[src/rtl/aat_pkg.sv]
// ----------------------------------------------------------------------------
// aat_pkg
// Shared types, command and status codes for the alias address table.
// ----------------------------------------------------------------------------
package aat_pkg;

    localparam int TABLE_DEPTH_DEF = 64;
    localparam int ALIAS_W         = 40;
    localparam int OCTET_W         = 8;
    localparam int CMD_W           = 3;
    localparam int STATUS_W        = 3;

    localparam logic [CMD_W-1:0] CMD_ADD    = 3'd0;
    localparam logic [CMD_W-1:0] CMD_LOOKUP = 3'd1;
    localparam logic [CMD_W-1:0] CMD_UPDATE = 3'd2;
    localparam logic [CMD_W-1:0] CMD_DELETE = 3'd3;
    localparam logic [CMD_W-1:0] CMD_LIST   = 3'd4;

    localparam logic [STATUS_W-1:0] ST_OK           = 3'd0;
    localparam logic [STATUS_W-1:0] ST_ALIAS_EXISTS = 3'd1;
    localparam logic [STATUS_W-1:0] ST_ADDR_EXISTS  = 3'd2;
    localparam logic [STATUS_W-1:0] ST_NOT_FOUND    = 3'd3;
    localparam logic [STATUS_W-1:0] ST_TABLE_FULL   = 3'd4;

    typedef struct packed {
        logic [ALIAS_W-1:0] hi;
        logic [ALIAS_W-1:0] lo;
        logic [OCTET_W-1:0] oa;
        logic [OCTET_W-1:0] ob;
        logic [OCTET_W-1:0] oc;
        logic [OCTET_W-1:0] od;
    } t_entry;

    localparam int ENTRY_W = $bits(t_entry);

    // controller to datapath
    typedef struct packed {
        logic load;
        logic scan_run;
        logic finish;
        logic shift_run;
    } t_ctl;

    // datapath to controller
    typedef struct packed {
        logic scan_done;
        logic out_free;
        logic need_shift;
        logic shift_done;
    } t_stat;

endpackage

[src/rtl/aat_ctrl.sv]
// ----------------------------------------------------------------------------
// aat_ctrl
// Command sequencer: accept, scan the table, report, close the gap on delete.
// ----------------------------------------------------------------------------
module aat_ctrl (
    input  logic                           i_clk,
    input  logic                           i_rst_n,
    input  logic                           i_in_valid,
    input  logic [aat_pkg::CMD_W-1:0]      i_cmd,
    input  aat_pkg::t_stat                 i_stat,
    output logic                           o_in_ready,
    output aat_pkg::t_ctl                  o_ctl
);

    typedef enum logic [1:0] {
        S_IDLE,
        S_SCAN,
        S_FINISH,
        S_SHIFT
    } t_state;

    t_state r_state;
    t_state n_state;

    always_comb begin
        n_state    = r_state;
        o_in_ready = 1'b0;
        o_ctl      = '0;
        case (r_state)
            S_IDLE: begin
                o_in_ready = 1'b1;
                o_ctl.load = i_in_valid;
                if (i_in_valid && (i_cmd <= aat_pkg::CMD_LIST)) begin
                    n_state = S_SCAN;
                end
            end
            S_SCAN: begin
                o_ctl.scan_run = 1'b1;
                if (i_stat.scan_done) begin
                    n_state = S_FINISH;
                end
            end
            S_FINISH: begin
                o_ctl.finish = i_stat.out_free;
                if (i_stat.out_free) begin
                    n_state = i_stat.need_shift ? S_SHIFT : S_IDLE;
                end
            end
            S_SHIFT: begin
                o_ctl.shift_run = 1'b1;
                if (i_stat.shift_done) begin
                    n_state = S_IDLE;
                end
            end
            default: begin
                n_state = S_IDLE;
            end
        endcase
    end

    always_ff @(posedge i_clk) begin
        if (!i_rst_n) begin
            r_state <= S_IDLE;
        end else begin
            r_state <= n_state;
        end
    end

endmodule

[config.mk]
export PLATFORM = sky130hd
export DESIGN_NAME = aat_ctrl
export DESIGN_NICKNAME = d
export VERILOG_FILES = /design/src/rtl/aat_pkg.sv /design/src/rtl/aat_ctrl.sv
export SDC_FILE = /design/constraint.sdc
export NUM_CORES = 1
export LEC_CHECK = 0
export BUFFER_PORTS_ARGS = -buffer_cell sky130_fd_sc_hd__buf_2
export CAP_MARGIN = 20
export CORE_AREA = 2 2 39 41
export DETAILED_ROUTE_END_ITERATION = 16
export DIE_AREA = 0 0 41 43
export PLACE_DENSITY = 0.44
export SYNTH_ARGS = -nofsm -noshare
export SYNTH_HDL_FRONTEND = slang
export SYNTH_SLANG_ARGS = --single-unit
[constraint.sdc]
create_clock -name i_clk -period 0.92 [get_ports i_clk]
set_input_delay 0.184 -clock i_clk [delete_from_list [all_inputs] [get_ports i_clk]]
set_output_delay 0.184 -clock i_clk [all_outputs]
set_load 0.1 [all_outputs]
Yosys cells after proc, flatten, opt, wreduce, memory -nomap -nowiden
Cells that the tools add are included.
- bits in registers: 2
- memories kept: 0
- output and inout port bits: 5
- bits in latches: 0
- bits in read-only memories: 0
- logic and storage cells: 23
- memory bits (writable): 0
- muxes and demuxes: 11
- $mul: 0
- shift operators: 0
- divide/modulo/power cells: 0
- reduce and logical (&&, ||, !) cells: 3
- $add $sub $neg: 0
- equal/unequal tests: 7
- bitwise operators: 0
- $lt $le $gt $ge: 1
- operators with widths (kind ; count):
    $mux 2 ; 5
    $ne 2x2->1 const B ; 4
    $pmux 2 s4 ; 1
    $mux 1 ; 5
    $eq 2x2->1 const B ; 2
    $reduce_and 4->1 ; 1
    $le 3x3->1 const B ; 1
    $eq 2x1->1 const B ; 1
    $logic_not 2->1 ; 1
    $logic_and 1x1->1 ; 1

Longest topological paths before layout
Gate-level depths: netlist of run 1.
- word-level depth: 4
- depth in mapped cells: 4
- gate-level depth less buffers: 3

Worst setup path before layout of run 1
OpenSTA, ideal clock, no wires.
- kind: register -> output
- start: register r_state[1]
- end: output o_ctl[3] in the netlist's numbering
- data arrival time: 2604 ps
- cell stages (with the launch flop): 4
- data required time: 736 ps
- path slack: -1868 ps
- cell sequence: dfxtp_1 buf_6 nor2_1 and2_1
- RTL lines (element ; RTL line ; text):
    start: declaration ; aat_ctrl.sv:22 ; t_state r_state;
    start signal: assignment ; aat_ctrl.sv:65 ; r_state <= n_state;
    end: declaration ; aat_ctrl.sv:12 ; output aat_pkg::t_ctl o_ctl

==> impl_metrics.ini, run 1 <==
[drt]
drc_errors = 0
routed_wl_um = 510
first_pass_iters = 3
via_count = 224
via_per_inst = 3.86
ant_nets = 0
drt_iter0_markers = 4
wl_per_cell_um = 8.79

[global_route]
antenna_found_initial = 0
grt_max_degree = 7
grt_busiest_layer = met2
grt_pass1_wl_um = 807
globalRouteMet3Util = 0.0471
grt-ovfl-total = 0
grt_usage = 0.0731
met2_usage = 0.0875
grt_pass1_vias = 214
met1_usage = 0.0860

[timing]
max-slew-margin-rel = 0.852
setup_violations = 7
slew_viol_final = 0
finalHoldViolations = 0
fin_crit_sh = 1.29
min_period_ps = 1190
worstMarginPinSlew_ps = 220
whs_ps = 239
rsz0062_at_grt = true
clock.fmax_ghz = 0.843
setup_ws_ps = -266
skew_ps = 6.27
tns_ps = -1620

[placement]
port_buffers = 14
post-dp-hpwl_um = 367
place.gp.congestion = 0.738

[clock_tree]
clkTransAtPathRegs_ps = 30
numCtsBuffers = 3
clkLatencyLatePin_ps = 230
h-tree-depth = 1
cts_root_buffer = clkbuf_4
cts.sinks = 2
cts_hold_buf = 0
cts_buffer_depth = 2
cts_tree = yes

[worst_setup_path]
cp-start-kind = register
cp-end-kind = output port
reg2reg_setup_slack_ps = -220
critPathKind = register to output port
worstPathRequired_ps = 740
arrival_ps = 1000
crit_fanout = 6

[synth]
synthCells = 21
synth_top_area_cell = dfxtp_1
synth.avg_cell_area_sq_um = 8.10
synthTopCellsByArea = dfxtp_1 24%, mux2_4 8.8%, a211oi_2 7.4%, buf_6 6.6%, a21oi_1 5.9%
synth-seq-cells = 2
netlist.area_leader.share = 0.235
seq_area_frac_synth = 0.235
synth_nets = 31
yosys_warnings = 0
synth_cell_types = 16
syn-cell-area_sq_um = 170

[pwr]
pwr-share-comb = 0.615
seqPwrFrac = 0.154
p_switching_uw = 387
intPower_uw = 478
switching_share = 0.447
pwr-share-clk = 0.231
p_leak_nw = 0.194
irDropWorstVdd_v = 0.000931
power_uw = 865
power-per-cell-area_nw_per_um2 = 2040

[finish]
synthToLayoutAreaGrowth_pct = 149
largest-register = r_state
drive_gt1_frac = 0.786
largest_register_ff_count = 2
nets = 54
reg_top3 = r_state: 2 flops
antennaDiodeCount = 0
fin_util = 0.307

[flow_run]
maxCapViolCount = 0

[min_path]
hp-class = input pin to register

[die]
start_util = 0.123
rows = 14
die_w_um = 41
pin_count = 15
die_area_sq_um = 1760
fp.dieH_um = 43
core_sq_um = 1380

[run_status]
outcome = finished with violations
violations = setup timing
worst paths after layout:
path,to,cells after the start,from
max,o_ctl[2],2,r_state[1]
min,r_state[1],3,i_rst_n
max reg2reg,r_state[1],4,r_state[1]
min reg2reg,r_state[1],2,r_state[0]
cells by family (layout without fill, tap and decap cells):
logic type,after synthesis,after routing,share of synthesized area
and+or+nand+nor,8,8,0.257
AOI/OAI and AO/OA,7,7,0.309
buffers and inverters,3,24,0.110
DFF,2,2,0.235
muxes,1,1,0.0882
layout make-up:
class | instances | area, sq um
Sequential cell | 2 | 47.5
Fill cell | 139 | 960
Inverter | 2 | 7.51
Timing Repair Buffer | 19 | 186
Tap cell | 16 | 20.0
Multi-Input combinational cell | 16 | 140
Clock buffer | 3 | 22.5
cells in the mapped netlist:
master and instances:
nand2_1 2, nand2b_1 1, a21oi_1 2, a21boi_0 1, o21ai_0 1, inv_1 2, o41ai_1 1, o2111ai_1 1
mux2_4 1, and2_2 1, a211oi_2 1, and2_1 1, buf_6 1, nor2_1 2, dfxtp_1 2, and2b_2 1
power by group through the flow:
stage                     sequential [mW]  clock, mW  combinational, mW
after CTS                           0.134      0.211              0.514
after floorplan                     0.121          0              0.321
after global routing                0.138      0.227              0.554
final                               0.133      0.200              0.532
after global placement              0.139          0              0.487
after detailed placement            0.138          0              0.484
what timing repair did:
| item | in CTS | in global routing |
|---|---|---|
| gates resized for setup | 5 | 3 |
| setup buffers | 2 | 1 |
| setup endpoints to repair | 7 | 7 |
| pin swaps | 3 | 0 |
| cloned | 0 | 0 |
placed cells by master (no fill, tap or decap):
| cell type | instances |
|---|---|
| clkbuf_4 | 3 |
| a21boi_1 | 1 |
| o2111ai_1 | 1 |
| and2_2 | 1 |
| dfxtp_4 | 2 |
| and2_4 | 1 |
| a21oi_1 | 2 |
| buf_4 | 4 |
| buf_6 | 1 |
| and2b_4 | 1 |
| buf_2 | 9 |
| nor2_4 | 2 |
| o41ai_2 | 1 |
| o21ai_0 | 1 |
| buf_12 | 5 |
| nand2_2 | 1 |
| nand2_1 | 1 |
| mux2_4 | 1 |
| a211oi_2 | 1 |
| inv_1 | 2 |
| nand2b_1 | 1 |
routing by layer:
layer,up-vias,part of all wire
li1,115,-
met5,-,0
met3,0,0.073
met2,6,0.56
met1,103,0.37
met4,0,0
worst max-delay path: stages, from the launching register on:
cell     delay (ps)
dfxtp_4         360
and2b_4         260
buf_12          160
stage by stage:
step | setup slack, ps | area [sq um] | cells
floorplan | -603 | 185 | 21
global placement | -225 | 354 | 52
detailed placement | -241 | 354 | 52
CTS | -277 | 405 | 57
global route | -308 | 424 | 58
finish | -266 | 424 | 58
Note: power is estimated with default switching activity, not from simulation.
==> run 2: changes to the inputs <==
--- a/config.mk
+++ b/config.mk
@@ -12,4 +12,5 @@
 export DIE_AREA = 0 0 41 43
 export PLACE_DENSITY = 0.44
+export SETUP_SLACK_MARGIN = 0.05
 export SYNTH_ARGS = -nofsm -noshare
 export SYNTH_HDL_FRONTEND = slang
==> constraint.sdc (replaced) <==
create_clock -name i_clk -period 0.92 [get_ports i_clk]
set_input_delay 0.138 -clock i_clk [delete_from_list [all_inputs] [get_ports i_clk]]
set_output_delay 0.138 -clock i_clk [all_outputs]
set_load 0.02 [all_outputs]
==> impl_metrics.ini, run 2 (same netlist as run 1, synthesis figures left out) <==
[timing]
worstMarginPinSlew_ps = 245
skew_ps = 0.334
max-slew-margin-rel = 0.834
clock.fmax_ghz = 0.921
fin_crit_sh = 1.18
setup_ws_ps = -166
slew_viol_final = 0
tns_ps = -790
rsz0062_at_grt = true
min_period_ps = 1090
setup_violations = 7
finalHoldViolations = 0

[pwr]
irDropWorstVdd_v = 0.000433
power-per-cell-area_nw_per_um2 = 1590
p_leak_nw = 0.176

[global_route]
grt-ovfl-total = 0
antenna_found_initial = 0
grt_pass1_wl_um = 828
grt_max_degree = 8
grt_usage = 0.0761
grt_pass1_vias = 227

[finish]
fin_util = 0.269
fill_cells = 154
antennaDiodeCount = 0
fin_cells = 58
largest-register = r_state
reg_top3 = r_state: 2 flops
synthToLayoutAreaGrowth_pct = 118
final_common_cell = buf_2
nets = 54
final_cell_mix = 9 x buf_2, 5 x buf_6, 5 x buf_4
drive_gt1_frac = 0.762
largest_register_ff_count = 2

[die]
die_area_sq_um = 1760
die_w_um = 41
start_util = 0.123
rows = 14
pin_count = 15
core_sq_um = 1380
fp.dieH_um = 43

[clock_tree]
numCtsBuffers = 3
cts_tree = yes
clkLatencyLatePin_ps = 220
clkTransAtPathRegs_ps = 30
cts_root_buffer = clkbuf_4
cts_buffer_depth = 2
h-tree-depth = 1
cts.sinks = 2

[worst_setup_path]
arrival_ps = 950
crit_fanout = 7
cp-end-kind = output port
cp-start-kind = register
worstPathRequired_ps = 780
critPathKind = register to output port
reg2reg_setup_slack_ps = -110

[placement]
place_inst = 52
place.gp.congestion = 0.776
post-dp-hpwl_um = 355
port_buffers = 14

[run_status]
outcome = finished with violations
violations = setup timing

[min_path]
hp-class = input pin to register

[drt]
routed_wl_um = 485
via_count = 225
first_pass_iters = 1
drt_iter0_markers = 0
ant_nets = 0
via_per_inst = 3.88
wl_per_cell_um = 8.36
drc_errors = 0

[flow_run]
maxCapViolCount = 0
run 2: cell type report:
cell class | instances | area [sq um] | share of cell area
inverter | 2 | 7.51 | 0.0202
timing repair buffer | 19 | 139 | 0.374
multi-input combinational | 16 | 135 | 0.364
clock buffer | 3 | 22.5 | 0.0606
sequential | 2 | 47.5 | 0.128
tap | 16 | 20.0 | 0.0539
run 2: through the flow:
step	cell area [sq um]	power, mW	worst slack [ps]	hold slack, ps
2_1_floorplan	180	0.250	-32.9	275
3_3_place_gp	274	0.315	-77.4	412
3_5_place_dp	274	0.314	-63.5	409
4_1_cts	372	0.606	-179	174
5_1_grt	372	0.641	-202	189
6_report	372	0.590	-166	180
run 2: timing repair:
item | in CTS | in global routing
setup buffers | 3 | 0
setup endpoints to repair | 7 | 7
pin swaps | 2 | 0
gates resized for setup | 17 | 0
hold buffers | 0 | 0
run 2: power by group:
part,switching [mW],internal (mW),leakage (nW)
registers,0.0235,0.104,0.0178
clock network,0.0498,0.144,0.0138
logic,0.114,0.155,0.144
run 2: worst max-delay path, cell delays in order, from the launching register on:
cell     delay (ps)
dfxtp_4         370
and2b_2         220
buf_6           120
run 2: per-layer routing:
layer / track usage / part of all wire / wire, um
met5: 0 / 0 / 0
met4: 0.100 / 0 / 0
met3: 0.0157 / 0.052 / 25
met2: 0.103 / 0.54 / 260
met1: 0.0796 / 0.41 / 199
run 2: final timing paths:
path,start,to,depth (start not counted)
setup / recovery,r_state[1],o_ctl[2],2
hold / removal,i_rst_n,r_state[1],3
setup reg to reg,r_state[1],r_state[1],3
hold reg to reg,r_state[0],r_state[1],2
==> run 3: changes to the inputs <==
- TNS_END_PERCENT: unset -> 30
==> impl_metrics.ini, run 3 (same netlist as run 1, synthesis figures left out) <==
[drt]
routed_wl_um = 525
drt_iter0_markers = 5
drc_errors = 0
wl_met3_um = 59
route.met2.wl_um = 260
dr.max_layer_used = met4
wl_met1_um = 184
wl_per_cell_um = 8.75
ant_nets = 0
via_per_inst = 4.02
via_count = 241
first_pass_iters = 4

[worst_setup_path]
worst-path-buf-inv = 1
critPathKind = register to output port
worst_path_max_delay_cell = dfxtp_4
crit_chain = and2b_2 -> buf_6
arrival_ps = 950
path_delay_family = flip-flops
slowest_delay_ps = 370
cp-end-kind = output port
worstPathRequired_ps = 780
crit_fanout = 7
cp-start-kind = register

[die]
rows = 14
die_w_um = 41
fp.dieH_um = 43
pin_count = 15
die_area_sq_um = 1760
start_util = 0.123
core_sq_um = 1380

[timing]
whs_ps = 190
max-slew-margin-rel = 0.841
worstMarginPinSlew_ps = 236
skew_ps = 0.573
min_period_ps = 1080
setup_ws_ps = -163
finalHoldViolations = 0
rsz0062_at_grt = true
slew_viol_final = 0
clock.fmax_ghz = 0.923
setup_violations = 7
fin_crit_sh = 1.18

[clock_tree]
cts.sinks = 2
clkTransAtPathRegs_ps = 30
h-tree-depth = 1
cts_tree = yes
numCtsBuffers = 3
cts_buffer_depth = 2
clkLatencyLatePin_ps = 230
cts_root_buffer = clkbuf_4

[placement]
post-dp-hpwl_um = 383
post_dp_cell_area_sq_um = 289
port_buffers = 14
place_inst = 54
place.gp.congestion = 0.646

[finish]
fin_cells = 60
seq_area_sq_um = 47.5
synthToLayoutAreaGrowth_pct = 118
nets = 56
drive_gt1_frac = 0.750
fin_area_sq_um = 372
fill_cells = 165
reg_top3 = r_state: 2 flops
final_cell_mix = 9 x buf_2, 9 x buf_4, 3 x clkbuf_4, 3 x buf_6
antennaDiodeCount = 0
largest_register_ff_count = 2
largest-register = r_state
multi_input_area_sq_um = 128

[global_route]
grt_pass1_wl_um = 779
grt_usage = 0.0711
grt_max_degree = 8
antenna_found_initial = 0
grt-ovfl-total = 0
grt_pass1_vias = 217

[pwr]
power-per-cell-area_nw_per_um2 = 1590
irDropWorstVdd_v = 0.000397
p_leak_nw = 0.184
power_uw = 592

[run_status]
outcome = finished with violations
violations = setup timing

[min_path]
hp-class = input pin to register

[flow_run]
maxCapViolCount = 0
## run 3: cell types whose count changed in the layout (fill, tap and decap cells not counted), sizes merged
cell / previous run / this run
buf: 19 / 21
## run 3: metrics by stage
step           utilization  TNS, ps  setup WS (ps)
6_report             0.269     -817           -163
5_1_grt              0.269    -1120           -199
4_1_cts              0.259     -902           -177
3_5_place_dp         0.209     -177          -88.4
3_3_place_gp         0.209     -120          -72.3
2_1_floorplan            -    -37.9          -32.9
## run 3: layout make-up
type                    count  share of cell area
clock buffers               3              0.0606
inverters                   2              0.0202
repair buffers             21               0.394
multi-input cells          16               0.343
well taps                  16              0.0539
flip-flops and latches      2               0.128
## run 3: worst min-delay path, stage by stage
cell      delay (ps)
buf_2            120
inv_1             80
a211oi_2          40
## run 3: path summary, 6_finish.rpt
| path | startpoint | endpoint | slack (ps) | cells past startpoint |
|---|---|---|---|---|
| min reg2reg | r_state[0] | r_state[0] | 690 | 3 |
| max reg2reg | r_state[1] | r_state[1] | -130 | 3 |
| min | i_rst_n | r_state[1] | 190 | 3 |
| max | r_state[1] | o_ctl[2] | -160 | 2 |
## run 3: report_power, final
| part | switching [mW] | internal (mW) |
|---|---|---|
| Clock | 0.0502 | 0.144 |
| Combinational | 0.113 | 0.159 |
| Sequential | 0.0222 | 0.104 |
## run 3: timing repair
action	4_1_cts	5_1_grt
hold buffers	0	0
endpoints found under the setup margin	7	7
resized for setup	10	3
buffers inserted	3	0
## run 3: routing by layer
metal  track usage  vias up
li1              -      120
met1        0.0767      102
met2        0.0906       15
met3        0.0314        4
met4        0.0800        0
met5             0        -
